==> src/design/assert_macros.svh <==
// Assertion macros used by the top-level RTL file of the byte histogram block.
// Depends on nothing; define NO_ASSERTIONS to compile the checks out.
`ifndef ASSERT_MACROS_SVH
`define ASSERT_MACROS_SVH

`ifndef NO_ASSERTIONS
// same-cycle implication
`define ASSERT_IMPLIES(label, clk, rst_n, a, b) \
  label: assert property (@(posedge clk) disable iff (!rst_n) (a) |-> (b)) \
    else $error("assertion failed: same-cycle implication");
// next-cycle implication
`define ASSERT_NEXT(label, clk, rst_n, a, b) \
  label: assert property (@(posedge clk) disable iff (!rst_n) (a) |=> (b)) \
    else $error("assertion failed: next-cycle implication");
`else
`define ASSERT_IMPLIES(label, clk, rst_n, a, b)
`define ASSERT_NEXT(label, clk, rst_n, a, b)
`endif

`endif

==> src/design/ccm_pkg.sv <==
// Types and constants for the byte class counter and mode finder.
// No dependencies.
`timescale 1ns / 1ps
`default_nettype none

package ccm_pkg;

  localparam int unsigned NUM_SYMS   = 256;
  localparam int unsigned OUT_W      = 9;

  localparam logic [7:0] CH_END      = 8'd0;
  localparam logic [7:0] CH_TAB      = 8'd9;
  localparam logic [7:0] CH_SPACE    = 8'd32;
  localparam logic [7:0] DIGIT_LO    = 8'd48;
  localparam logic [7:0] DIGIT_HI    = 8'd57;
  localparam logic [7:0] UPPER_LO    = 8'd65;
  localparam logic [7:0] UPPER_HI    = 8'd90;
  localparam logic [7:0] LOWER_LO    = 8'd97;
  localparam logic [7:0] LOWER_HI    = 8'd122;

  typedef struct packed {
    logic digit;
    logic lower;
    logic upper;
    logic other;
    logic white;
  } char_class_t;

  function automatic char_class_t classify(input logic [7:0] c);
    char_class_t k;
    k       = '0;
    k.digit = (c >= DIGIT_LO) && (c <= DIGIT_HI);
    k.lower = (c >= LOWER_LO) && (c <= LOWER_HI);
    k.upper = (c >= UPPER_LO) && (c <= UPPER_HI);
    k.other = !(k.digit || k.lower || k.upper);
    k.white = (c == CH_SPACE) || (c == CH_TAB);
    return k;
  endfunction

endpackage

`default_nettype wire

==> src/design/ccm_ram.sv <==
// Generic single-write, single-read synchronous RAM with registered read.
// No dependencies.
`timescale 1ns / 1ps
`default_nettype none

module ccm_ram #(
  parameter int unsigned WIDTH = 8,
  parameter int unsigned DEPTH = 256
) (
  input  wire logic                     clk,
  input  wire logic                     we,
  input  wire logic [$clog2(DEPTH)-1:0] waddr,
  input  wire logic [WIDTH-1:0]         wdata,
  input  wire logic                     re,
  input  wire logic [$clog2(DEPTH)-1:0] raddr,
  output logic      [WIDTH-1:0]         rdata
);

  logic [WIDTH-1:0] mem [DEPTH];

  always_ff @(posedge clk) begin
    if (we) begin
      mem[waddr] <= wdata;
    end
    if (re) begin
      rdata <= mem[raddr];
    end
  end

endmodule

`default_nettype wire

==> src/design/char_class_count_and_mode_core.sv <==
// Top level of the byte class counter and mode finder.
// Depends on ccm_pkg, ccm_ram and assert_macros.svh.
`timescale 1ns / 1ps
`default_nettype none
`include "assert_macros.svh"

// Takes one message byte per cycle unless stalled; a zero byte ends the message.
// Each byte's tally entry is read from a 256-entry RAM at accept and written
// back the next cycle, with the previous write forwarded when the same byte
// repeats, so the RAM port pair sets the one-byte-per-cycle rate. The result
// is loaded into an output register when the terminator leaves stage 1, and
// waits there; input is stalled only while a second terminator reaches a
// result register that is still full and stalled. Per-symbol seen flags sit
// in flip-flops and all clear at once on reset or when a terminator fires,
// so there is no clearing pass after reset or between messages. Bytes past
// MAX_LEN are dropped; counts above 511 saturate on output.
module char_class_count_and_mode_core #(
  parameter int unsigned MAX_LEN = 280
) (
  input  wire logic       clk,
  input  wire logic       rst_n,
  input  wire logic       in_valid,
  output logic            in_stall,
  input  wire logic [7:0] in_char_code,
  output logic            out_valid,
  input  wire logic       out_stall,
  output logic [8:0]      out_whitespace_total,
  output logic [8:0]      out_digit_total,
  output logic [8:0]      out_lower_total,
  output logic [8:0]      out_upper_total,
  output logic [8:0]      out_other_total,
  output logic [7:0]      out_top_symbol,
  output logic [8:0]      out_top_count,
  output logic [8:0]      out_message_length
);

  import ccm_pkg::*;

  localparam int unsigned CW = $clog2(MAX_LEN + 1);
  localparam int unsigned SW = (CW > OUT_W) ? CW : OUT_W;

  function automatic logic [OUT_W-1:0] sat_out(input logic [CW-1:0] v);
    logic [SW-1:0] w;
    w = SW'(v);
    return (w > SW'(511)) ? 9'd511 : w[OUT_W-1:0];
  endfunction

  // stage 1 holds the byte whose RAM read is in flight
  logic             s1_valid_r;
  logic [7:0]       s1_char_r;
  logic             s1_term;
  logic             s1_hold;
  logic             s1_fire;
  logic             accept;

  logic [NUM_SYMS-1:0] seen_r, seen_nxt;
  logic [CW-1:0]       pos_r, pos_nxt;
  logic [CW-1:0]       cnt_white_r, cnt_digit_r, cnt_lower_r, cnt_upper_r, cnt_other_r;
  logic [CW-1:0]       cnt_white_nxt, cnt_digit_nxt, cnt_lower_nxt, cnt_upper_nxt;
  logic [CW-1:0]       cnt_other_nxt;
  logic [7:0]          best_sym_r, best_sym_nxt;
  logic [CW-1:0]       best_tally_r, best_tally_nxt;
  logic [CW-1:0]       best_first_r, best_first_nxt;

  // last RAM write, for a read that raced it
  logic                fwd_valid_r;
  logic [7:0]          fwd_addr_r;
  logic [2*CW-1:0]     fwd_data_r;

  logic                wr_en;
  logic [2*CW-1:0]     wr_data;
  logic [2*CW-1:0]     rd_data;
  logic [2*CW-1:0]     cur_data;
  logic [CW-1:0]       cur_tally, cur_first, new_tally, new_first;
  logic                cur_seen;
  logic                take;
  char_class_t         cls;

  logic                out_valid_r;
  logic [8:0]          o_white_r, o_digit_r, o_lower_r, o_upper_r, o_other_r;
  logic [7:0]          o_sym_r;
  logic [8:0]          o_count_r, o_len_r;

  assign s1_term  = (s1_char_r == CH_END);
  assign s1_hold  = s1_valid_r && s1_term && out_valid_r && out_stall;
  assign s1_fire  = s1_valid_r && !s1_hold;
  assign in_stall = s1_hold;
  assign accept   = in_valid && !in_stall;

  ccm_ram #(
    .WIDTH (2 * CW),
    .DEPTH (NUM_SYMS)
  ) u_tally_ram (
    .clk   (clk),
    .we    (wr_en),
    .waddr (s1_char_r),
    .wdata (wr_data),
    .re    (accept),
    .raddr (in_char_code),
    .rdata (rd_data)
  );

  always_comb begin
    cls       = classify(s1_char_r);
    cur_seen  = seen_r[s1_char_r];
    cur_data  = (fwd_valid_r && (fwd_addr_r == s1_char_r)) ? fwd_data_r : rd_data;
    cur_tally = cur_data[2*CW-1:CW];
    cur_first = cur_data[CW-1:0];
    new_tally = (cur_seen ? cur_tally : '0) + CW'(1);
    new_first = cur_seen ? cur_first : pos_r;
    wr_en     = s1_fire && !s1_term && (pos_r < CW'(MAX_LEN));
    wr_data   = {new_tally, new_first};
    take      = (new_tally > best_tally_r) ||
                ((new_tally == best_tally_r) && (new_first < best_first_r));

    seen_nxt       = seen_r;
    pos_nxt        = pos_r;
    cnt_white_nxt  = cnt_white_r;
    cnt_digit_nxt  = cnt_digit_r;
    cnt_lower_nxt  = cnt_lower_r;
    cnt_upper_nxt  = cnt_upper_r;
    cnt_other_nxt  = cnt_other_r;
    best_sym_nxt   = best_sym_r;
    best_tally_nxt = best_tally_r;
    best_first_nxt = best_first_r;

    if (s1_fire && s1_term) begin
      seen_nxt       = '0;
      pos_nxt        = '0;
      cnt_white_nxt  = '0;
      cnt_digit_nxt  = '0;
      cnt_lower_nxt  = '0;
      cnt_upper_nxt  = '0;
      cnt_other_nxt  = '0;
      best_sym_nxt   = '0;
      best_tally_nxt = '0;
      best_first_nxt = '0;
    end else if (wr_en) begin
      seen_nxt[s1_char_r] = 1'b1;
      pos_nxt = pos_r + CW'(1);
      if (cls.digit) cnt_digit_nxt = cnt_digit_r + CW'(1);
      if (cls.lower) cnt_lower_nxt = cnt_lower_r + CW'(1);
      if (cls.upper) cnt_upper_nxt = cnt_upper_r + CW'(1);
      if (cls.other) cnt_other_nxt = cnt_other_r + CW'(1);
      if (cls.white) cnt_white_nxt = cnt_white_r + CW'(1);
      if (take) begin
        best_sym_nxt   = s1_char_r;
        best_tally_nxt = new_tally;
        best_first_nxt = new_first;
      end
    end
  end

  always_ff @(posedge clk) begin
    if (!rst_n) begin
      s1_valid_r   <= 1'b0;
      seen_r       <= '0;
      pos_r        <= '0;
      cnt_white_r  <= '0;
      cnt_digit_r  <= '0;
      cnt_lower_r  <= '0;
      cnt_upper_r  <= '0;
      cnt_other_r  <= '0;
      best_sym_r   <= '0;
      best_tally_r <= '0;
      best_first_r <= '0;
      fwd_valid_r  <= 1'b0;
      out_valid_r  <= 1'b0;
    end else begin
      if (!s1_hold) begin
        s1_valid_r <= accept;
      end
      seen_r       <= seen_nxt;
      pos_r        <= pos_nxt;
      cnt_white_r  <= cnt_white_nxt;
      cnt_digit_r  <= cnt_digit_nxt;
      cnt_lower_r  <= cnt_lower_nxt;
      cnt_upper_r  <= cnt_upper_nxt;
      cnt_other_r  <= cnt_other_nxt;
      best_sym_r   <= best_sym_nxt;
      best_tally_r <= best_tally_nxt;
      best_first_r <= best_first_nxt;
      fwd_valid_r  <= wr_en;
      if (s1_fire && s1_term) begin
        out_valid_r <= 1'b1;
      end else if (!out_stall) begin
        out_valid_r <= 1'b0;
      end
    end
  end

  // payload registers
  always_ff @(posedge clk) begin
    if (accept) begin
      s1_char_r <= in_char_code;
    end
    if (wr_en) begin
      fwd_addr_r <= s1_char_r;
      fwd_data_r <= wr_data;
    end
    if (s1_fire && s1_term) begin
      o_white_r <= sat_out(cnt_white_r);
      o_digit_r <= sat_out(cnt_digit_r);
      o_lower_r <= sat_out(cnt_lower_r);
      o_upper_r <= sat_out(cnt_upper_r);
      o_other_r <= sat_out(cnt_other_r);
      o_sym_r   <= best_sym_r;
      o_count_r <= sat_out(best_tally_r);
      o_len_r   <= sat_out(pos_r);
    end
  end

  assign out_valid            = out_valid_r;
  assign out_whitespace_total = o_white_r;
  assign out_digit_total      = o_digit_r;
  assign out_lower_total      = o_lower_r;
  assign out_upper_total      = o_upper_r;
  assign out_other_total      = o_other_r;
  assign out_top_symbol       = o_sym_r;
  assign out_top_count        = o_count_r;
  assign out_message_length   = o_len_r;

  `ASSERT_NEXT(a_seen_cleared, clk, rst_n, s1_fire && s1_term, seen_r == '0)
  `ASSERT_NEXT(a_result_posted, clk, rst_n, s1_fire && s1_term, out_valid_r)
  `ASSERT_IMPLIES(a_best_bound, clk, rst_n, 1'b1, best_tally_r <= pos_r)

endmodule

`default_nettype wire
==> config.mk <==
export PLATFORM = sky130hd
export DESIGN_NAME = char_class_count_and_mode_core
export DESIGN_NICKNAME = d
export VERILOG_FILES = /design/src/design/ccm_pkg.sv /design/src/design/ccm_ram.sv /design/src/design/char_class_count_and_mode_core.sv
export VERILOG_INCLUDE_DIRS = /design/src /design/src/design
export SDC_FILE = /design/constraint.sdc
export NUM_CORES = 2
export LEC_CHECK = 0
export BUFFER_PORTS_ARGS = -buffer_cell sky130_fd_sc_hd__buf_2
export CAP_MARGIN = 5
export CORE_UTILIZATION = 50
export DETAILED_ROUTE_END_ITERATION = 6
export PLACE_DENSITY = 0.77
export SYNTH_ARGS = -nofsm -noshare
export SYNTH_HDL_FRONTEND = slang
export SYNTH_MEMORY_MAX_BITS = 65536
export SYNTH_SLANG_ARGS = --single-unit
==> constraint.sdc <==
create_clock -name clk -period 11.7 [get_ports clk]
set_input_delay 0 -clock clk [delete_from_list [all_inputs] [get_ports clk]]
set_output_delay 0 -clock clk [all_outputs]
set_load 0.05 [all_outputs]
======== Yosys cells after proc, flatten, opt, wreduce, memory -nomap -nowiden ========
Memory sizes are Yosys's and may differ from the RTL's. A register that Yosys moved wholly into a read port is not among the register bits.
Cells that the tools add are included.
Widths: inputs -> output; s select.
word-level totals
  memories kept ........................... 1
  flip-flop bits (word level) ............. 444
  input bits .............................. 12
  output and inout bits ................... 73
  memory bits (writable) .................. 4608
memory list
  name             words  width  rd ports  clocked after Yosys merged registers in  wr ports  RTL line       text
  u_tally_ram.mem  256    18     1         1                                        1         ccm_ram.sv:19  logic [WIDTH-1:0] mem [DEPTH];
operators by class
  eq/ne operators ......................... 5
  mux-type cells .......................... 11
  reduce and logical (&&, ||, !) cells .... 28
  $add $sub $neg .......................... 7
  magnitude comparators ................... 18
  bitwise logic cells ..................... 3
operators by type and width
  cell                 count
  $or 256x256->256     1
  $add 9x1->9 const B  7
  $gt 9x9->1 const B   7
  $mux 18              1
  $mux 9               2
  $ge 8x7->1 const B   2
  $le 8x7->1 const B   2
  $logic_and 1x1->1    14
  $reduce_and 2->1     6
  $eq 9x9->1           1
  $gt 9x9->1           1
  $lt 8x9->1 const B   1
  $lt 9x9->1           1
  $lt 9x9->1 const B   1
  $bmux 1 s8           1
  $demux 1 s8          1
  $eq 8x4->1 const B   1
  $eq 8x6->1 const B   1
  $eq 8x8->1           1
  $ge 8x1->1 const B   1
  $ge 8x6->1 const B   1
  $le 8x6->1 const B   1
  $logic_not 8->1      1
  $mux 1               6
  other kinds (5)      10

======== Longest topological paths before layout ========
  depth after elaboration ................. 10
  gate-level depth with buffers ........... 25
  depth with buffers taken out ............ 19

======== Hierarchy ========
Synthesis repeated with hierarchy kept, for this count alone.
unflattened totals
  cells, all modules ...................... 10118
  area, all modules ....................... 196922.6 µm²
by module, submodules not included
  module                          times used  area each (µm²)  cells each  sequential area each (µm²)
  ccm_ram                         1           178402.4         8281        138913.2
  char_class_count_and_mode_core  1           18520.3          1837        9939.5

======== Worst setup path after synthesis ========
No wires, ideal clock.
  path type ............................... flip-flop to flip-flop
  from .................................... reg s1_char_r[0]
  to ...................................... reg best_tally_r[7]
  slack ................................... -1.074 ns
  clock period less this slack ............ 12.774 ns
  cell stages (with the launch flop) ...... 23
  arrival ................................. 12.687 ns
  path through ............................ edfxtp_1 > buf_4 > buf_6 > buf_2 > xnor2_1 > nand2_1 > nor3_1 > buf_2 > buf_2 > mux2i_1 > nor2_1 > ha_1 > xnor2_1 > ha_1 > a21o_1 > a211o_1 > o2111ai_1 > a21o_1 > or2_2 > clkbuf_1 > clkbuf_1 > o21ai_1 > a21oi_1
on the way
  cells in the longest elaborated chain, start to end .. 9
  elaborated cells on any way between the ends .. 25
  classes of those cells .................. 1 x add/sub; 2 x order compare; 2 x eq/ne; 5 x mux; 15 x reduce/logical
ends and longest elaborated chain
  item                                                                RTL line                               text
  start, declared                                                     char_class_count_and_mode_core.sv:50   logic [7:0] s1_char_r;
  start signal, assigned                                              char_class_count_and_mode_core.sv:195  s1_char_r <= in_char_code;
  parallel branches: the longest is 3 deep, another holds $bmux 1 s8  --
  $mux 9 *                                                            char_class_count_and_mode_core.sv:109  new_tally = (cur_seen ? cur_tally : '0) + CW'(1);
  $add 9x1->9 *                                                       char_class_count_and_mode_core.sv:109
  net new_tally[2]                                                    char_class_count_and_mode_core.sv:74   logic [CW-1:0] cur_tally, cur_first, new_tally, new_first;
  parallel branches: the longest is 2 deep, another holds $gt 9x9->1  --
  $logic_or 1x1->1 *                                                  char_class_count_and_mode_core.sv:113  take = (new_tally > best_tally_r) ||
  $reduce_and 2->1 (no line) *                                        --
  end signal, assigned                                                char_class_count_and_mode_core.sv:181  best_tally_r <= best_tally_nxt;
  end, declared                                                       char_class_count_and_mode_core.sv:62   logic [CW-1:0] best_tally_r, best_tally_nxt;
Mark *: on every way through the listed nets, which the timed path passes. The select of a mux whose other input is x is not followed.
A chain may end at the register's enable or synchronous reset.

======== Worst setup path after layout ========
  from .................................... reg s1_char_r[5]
  to ...................................... reg best_tally_r[2]
The elaborated chain is that of the path after synthesis.

==> results.toml <==
[sta]
setup_tns_ns = 0
rsz0062_at_grt = "false"
finalHoldViolCount = 0
setup_viol = 0
skew_ns = 0.05308
worst_pin_slew_ns = 1.411
timing.final.ws_setup_ns = 3.306
maxSlewHeadroom = 0.05908
layout_min_cycle_time_ns = 8.394
final-max-slew-violation-count = 0
layout_worst_path_cycle_share = 0.7174
fmax_ghz = 0.1191

[power_and_ir_drop]
powerDensity_nw_per_um2 = 176.0
pwr-share-clk = 0.402
power_w = 0.03822
vdd_drop_max_v = 0.0001438
p_int_w = 0.02962
switchingPower_w = 0.008602
leakage_nw = 67.16
seqPwrFrac = 0.535
combPwrFrac = 0.063
sw_frac_of_total = 0.2251

[critical_path]
crit_arrival_ns = 9.27
crit_path_end = "best_tally_r[2]"
critPathLaunchType = "flop"
r2r_start = "s1_char_r[5]"
r2r_end = "best_tally_r[2]"
cp.buffers_inverters = 1
endpoint_kind = "flop"
reg2reg_depth = 19
critPathKind = "reg2reg"
max_stage_delay_ns = 0.94
worst_path_dominant_cell_family = "simple AND/OR/NAND/NOR gates"
path_cells = "inv_1, mux2i_1, mux2i_1, a211oi_1, o311ai_0, nand2b_1, nor2_1, ha_4, o21ai_0, nor2_1, xnor2_1, and2_4, ha_1, nand2_1, or4_1, or4_1, a31oi_4, nor2_2, a31o_2"
required_ns = 12.58
setup.worst_path.start = "s1_char_r[5]"
critPathSlowestCell = "edfxtp_1"
reg2reg_slack_ns = 3.31
cp_num_cells = 19
cp_max_fo = 50

[die]
fp.dieH_um = 624.0
initial_utilization = 0.5020
ios = 85
die-area_um2 = 389400
rows = 228
dieWidth_um = 624.0
design.core.area_um2 = 385400

[synth]
syn-instance-count = 8497
yosysWarnings = 0
ys.flop_type = "edfxtp_1"
ys_seq_area_frac = 0.7694
avgSynthCellArea_um2 = 22.77
yosys.cell_types.count = 66
async_flop_share = 0
synth-edff-count = 4731
synth-seq-cells = 5070
synthesis.area_um2 = 193500

[run]
max-cap-violations = 0

[cts]
clk_latency_ns = 1.02
cts_root_buf = "clkbuf_16"
clk_path_buf_depth = 4
htreeDepth = 5
cts_tree = "built"
cts_made_buffers = 459
clkTransAtPathRegs_ns = 0.06
post_cts_buffers = 0
cts_sinks = 5070

[placement]
place_area_um2 = 201900
port_buffers = 84
gp_congestion = 0.9133
hpwl_um = 274700
place_ws_ns = 3.620

[cells_and_area]
final_area_um2 = 217100
fin_nets = 8771
drive_gt1_frac = 0.3108
area_growth_pct = 12.22

[grt]
grtUsageTotal = 0.2788
antenna_found_initial = 45
globalRouteOverflowTotal = 0
grt_pass1_vias = 97240
grt_max_degree = 259
grt_pass1_wl_um = 756700

[hold_path]
hold_class = "in2reg"

[route]
drt_wl_total_um = 546100
drtPass1Iterations = 6
drt_iter0_markers = 16080
vias = 96970
drcViolationCount = 0
wl_per_cell_um = 38.19
vias_per_cell = 6.781
ant_nets = 0

[outcome]
status = "complete, no violations"
## worst reg2reg max path: stages (launching register included)
cell and delay, ns:
edfxtp_1 0.94, inv_1 0.64, mux2i_1 0.24, mux2i_1 0.31, a211oi_1 0.17, o311ai_0 0.84, nand2b_1 0.53, nor2_1 0.81
ha_4 0.29, o21ai_0 0.13, nor2_1 0.15, xnor2_1 0.13, and2_4 0.51, ha_1 0.28, nand2_1 0.06, or4_1 0.55
or4_1 0.63, a31oi_4 0.47, nor2_2 0.28, a31o_2 0.31
## repair_timing
item,4_1_cts,5_1_grt
hold buffers,10,0
gates resized for setup,0,0
hold endpoints to repair,101,0
## cell families (layout without fill, tap and decap cells)
| family | Yosys count | in the layout | synth area share |
|---|---|---|---|
| other | 1 | 32 | 0.00001938 |
| and+or+nand+nor | 1014 | 1014 | 0.02126 |
| DFF | 5070 | 5070 | 0.7694 |
| adders and majority gates | 30 | 30 | 0.001940 |
| xor gates and xnor gates | 52 | 52 | 0.002354 |
| muxes | 1657 | 1657 | 0.1889 |
| buffers and inverters | 545 | 1141 | 0.01124 |
| AOI/OAI and AO/OA | 128 | 128 | 0.004812 |
## placed cells by master, fill, tap and decap left out, types with 53 or more instances in the layout
cell type	synthesis	final
edfxtp_1	4731	4731
mux4_2	1594	1594
nor2_1	813	583
clkbuf_16	0	464
dfxtp_1	339	339
nor2_4	0	213
buf_4	9	163
clkinv_2	0	89
clkinv_1	0	85
clkbuf_1	358	82
buf_2	64	78
bufinv_16	0	53
## state kept, by name (all words and copies together) (netlist names), 18 cells and up
signal / flops
u_tally_ram.rdata: 18
seen_r: 256
fwd_data_r: 18
u_tally_ram.mem: 4608
## cell type report
cell class	count	area [µm²]
diodes	14	35.03
clock buffers	552	11990
clock inverters	290	3092
fillers	26310	168300
inverters	25	101.3
multi-input cells	2899	44390
flip-flops and latches	5070	148900
well taps	5175	6475
repair buffers	274	2158
## worst min path at each step
stage / startpoint / cells after the start / slack, ns / endpoint
finish: rst_n / 3 / 0.03 / seen_r[0]
CTS: rst_n / 3 / 0.005 / seen_r[0]
global route: rst_n / 3 / 0.04 / seen_r[0]
global placement: in_valid / 2 / 0.24 / s1_valid_r
detailed placement: in_valid / 2 / 0.24 / s1_valid_r
floorplan: in_char_code[0] / 0 / 0.1 / s1_char_r[0]
## cell usage after synthesis, types with 9 or more instances
cell type  instances  area (µm²)
nor2_1           813        3052
o21ai_0           13       65.06
inv_1             25       93.84
buf_2             64       320.3
nor2b_1           11       68.82
nand2_1           60       225.2
xor2_1            27       236.5
o21ai_1           12       60.06
o21a_1            18       135.1
buf_4              9       67.56
and3_1            11       68.82
nand4_1           26       162.7
mux4_2          1594       35900
buf_1             87       326.6
mux2_2            18       202.7
mux2i_1           45       450.4
xnor2_1           25       219.0
dfxtp_1          339        6787
edfxtp_1        4731      142100
nand3_1           51       255.2
ha_1              30       375.4
a21oi_1           30       150.1
clkbuf_1         358        1344
## metal layers
layer,GRT usage,wire (µm)
met2,0.4414,259500
met4,0.1613,37780
met3,0.07473,68770
met1,0.3495,179900
met5,0,181
## through the flow
| step | utilization | cells | hold slack, ns |
|---|---|---|---|
| 2_1_floorplan | - | 8514 | 0.09887 |
| 3_3_place_gp | 0.5237 | 13430 | 0.2436 |
| 3_5_place_dp | 0.5237 | 13430 | 0.2440 |
| 4_1_cts | 0.5631 | 14280 | 0.005127 |
| 5_1_grt | 0.5632 | 14290 | 0.04413 |
| 6_report | 0.5633 | 14300 | 0.03288 |
## power groups by stage
stage / registers, W / logic (W) / clock network, W
detailed placement: 0.0208 / 0.00231 / 0
finish: 0.0204 / 0.00241 / 0.0154
global route: 0.0204 / 0.00246 / 0.0160
floorplan: 0.0209 / 0.00137 / 0
CTS: 0.0204 / 0.00236 / 0.0154
global placement: 0.0208 / 0.00222 / 0
No activity file was read; power rests on OpenSTA's default activity.
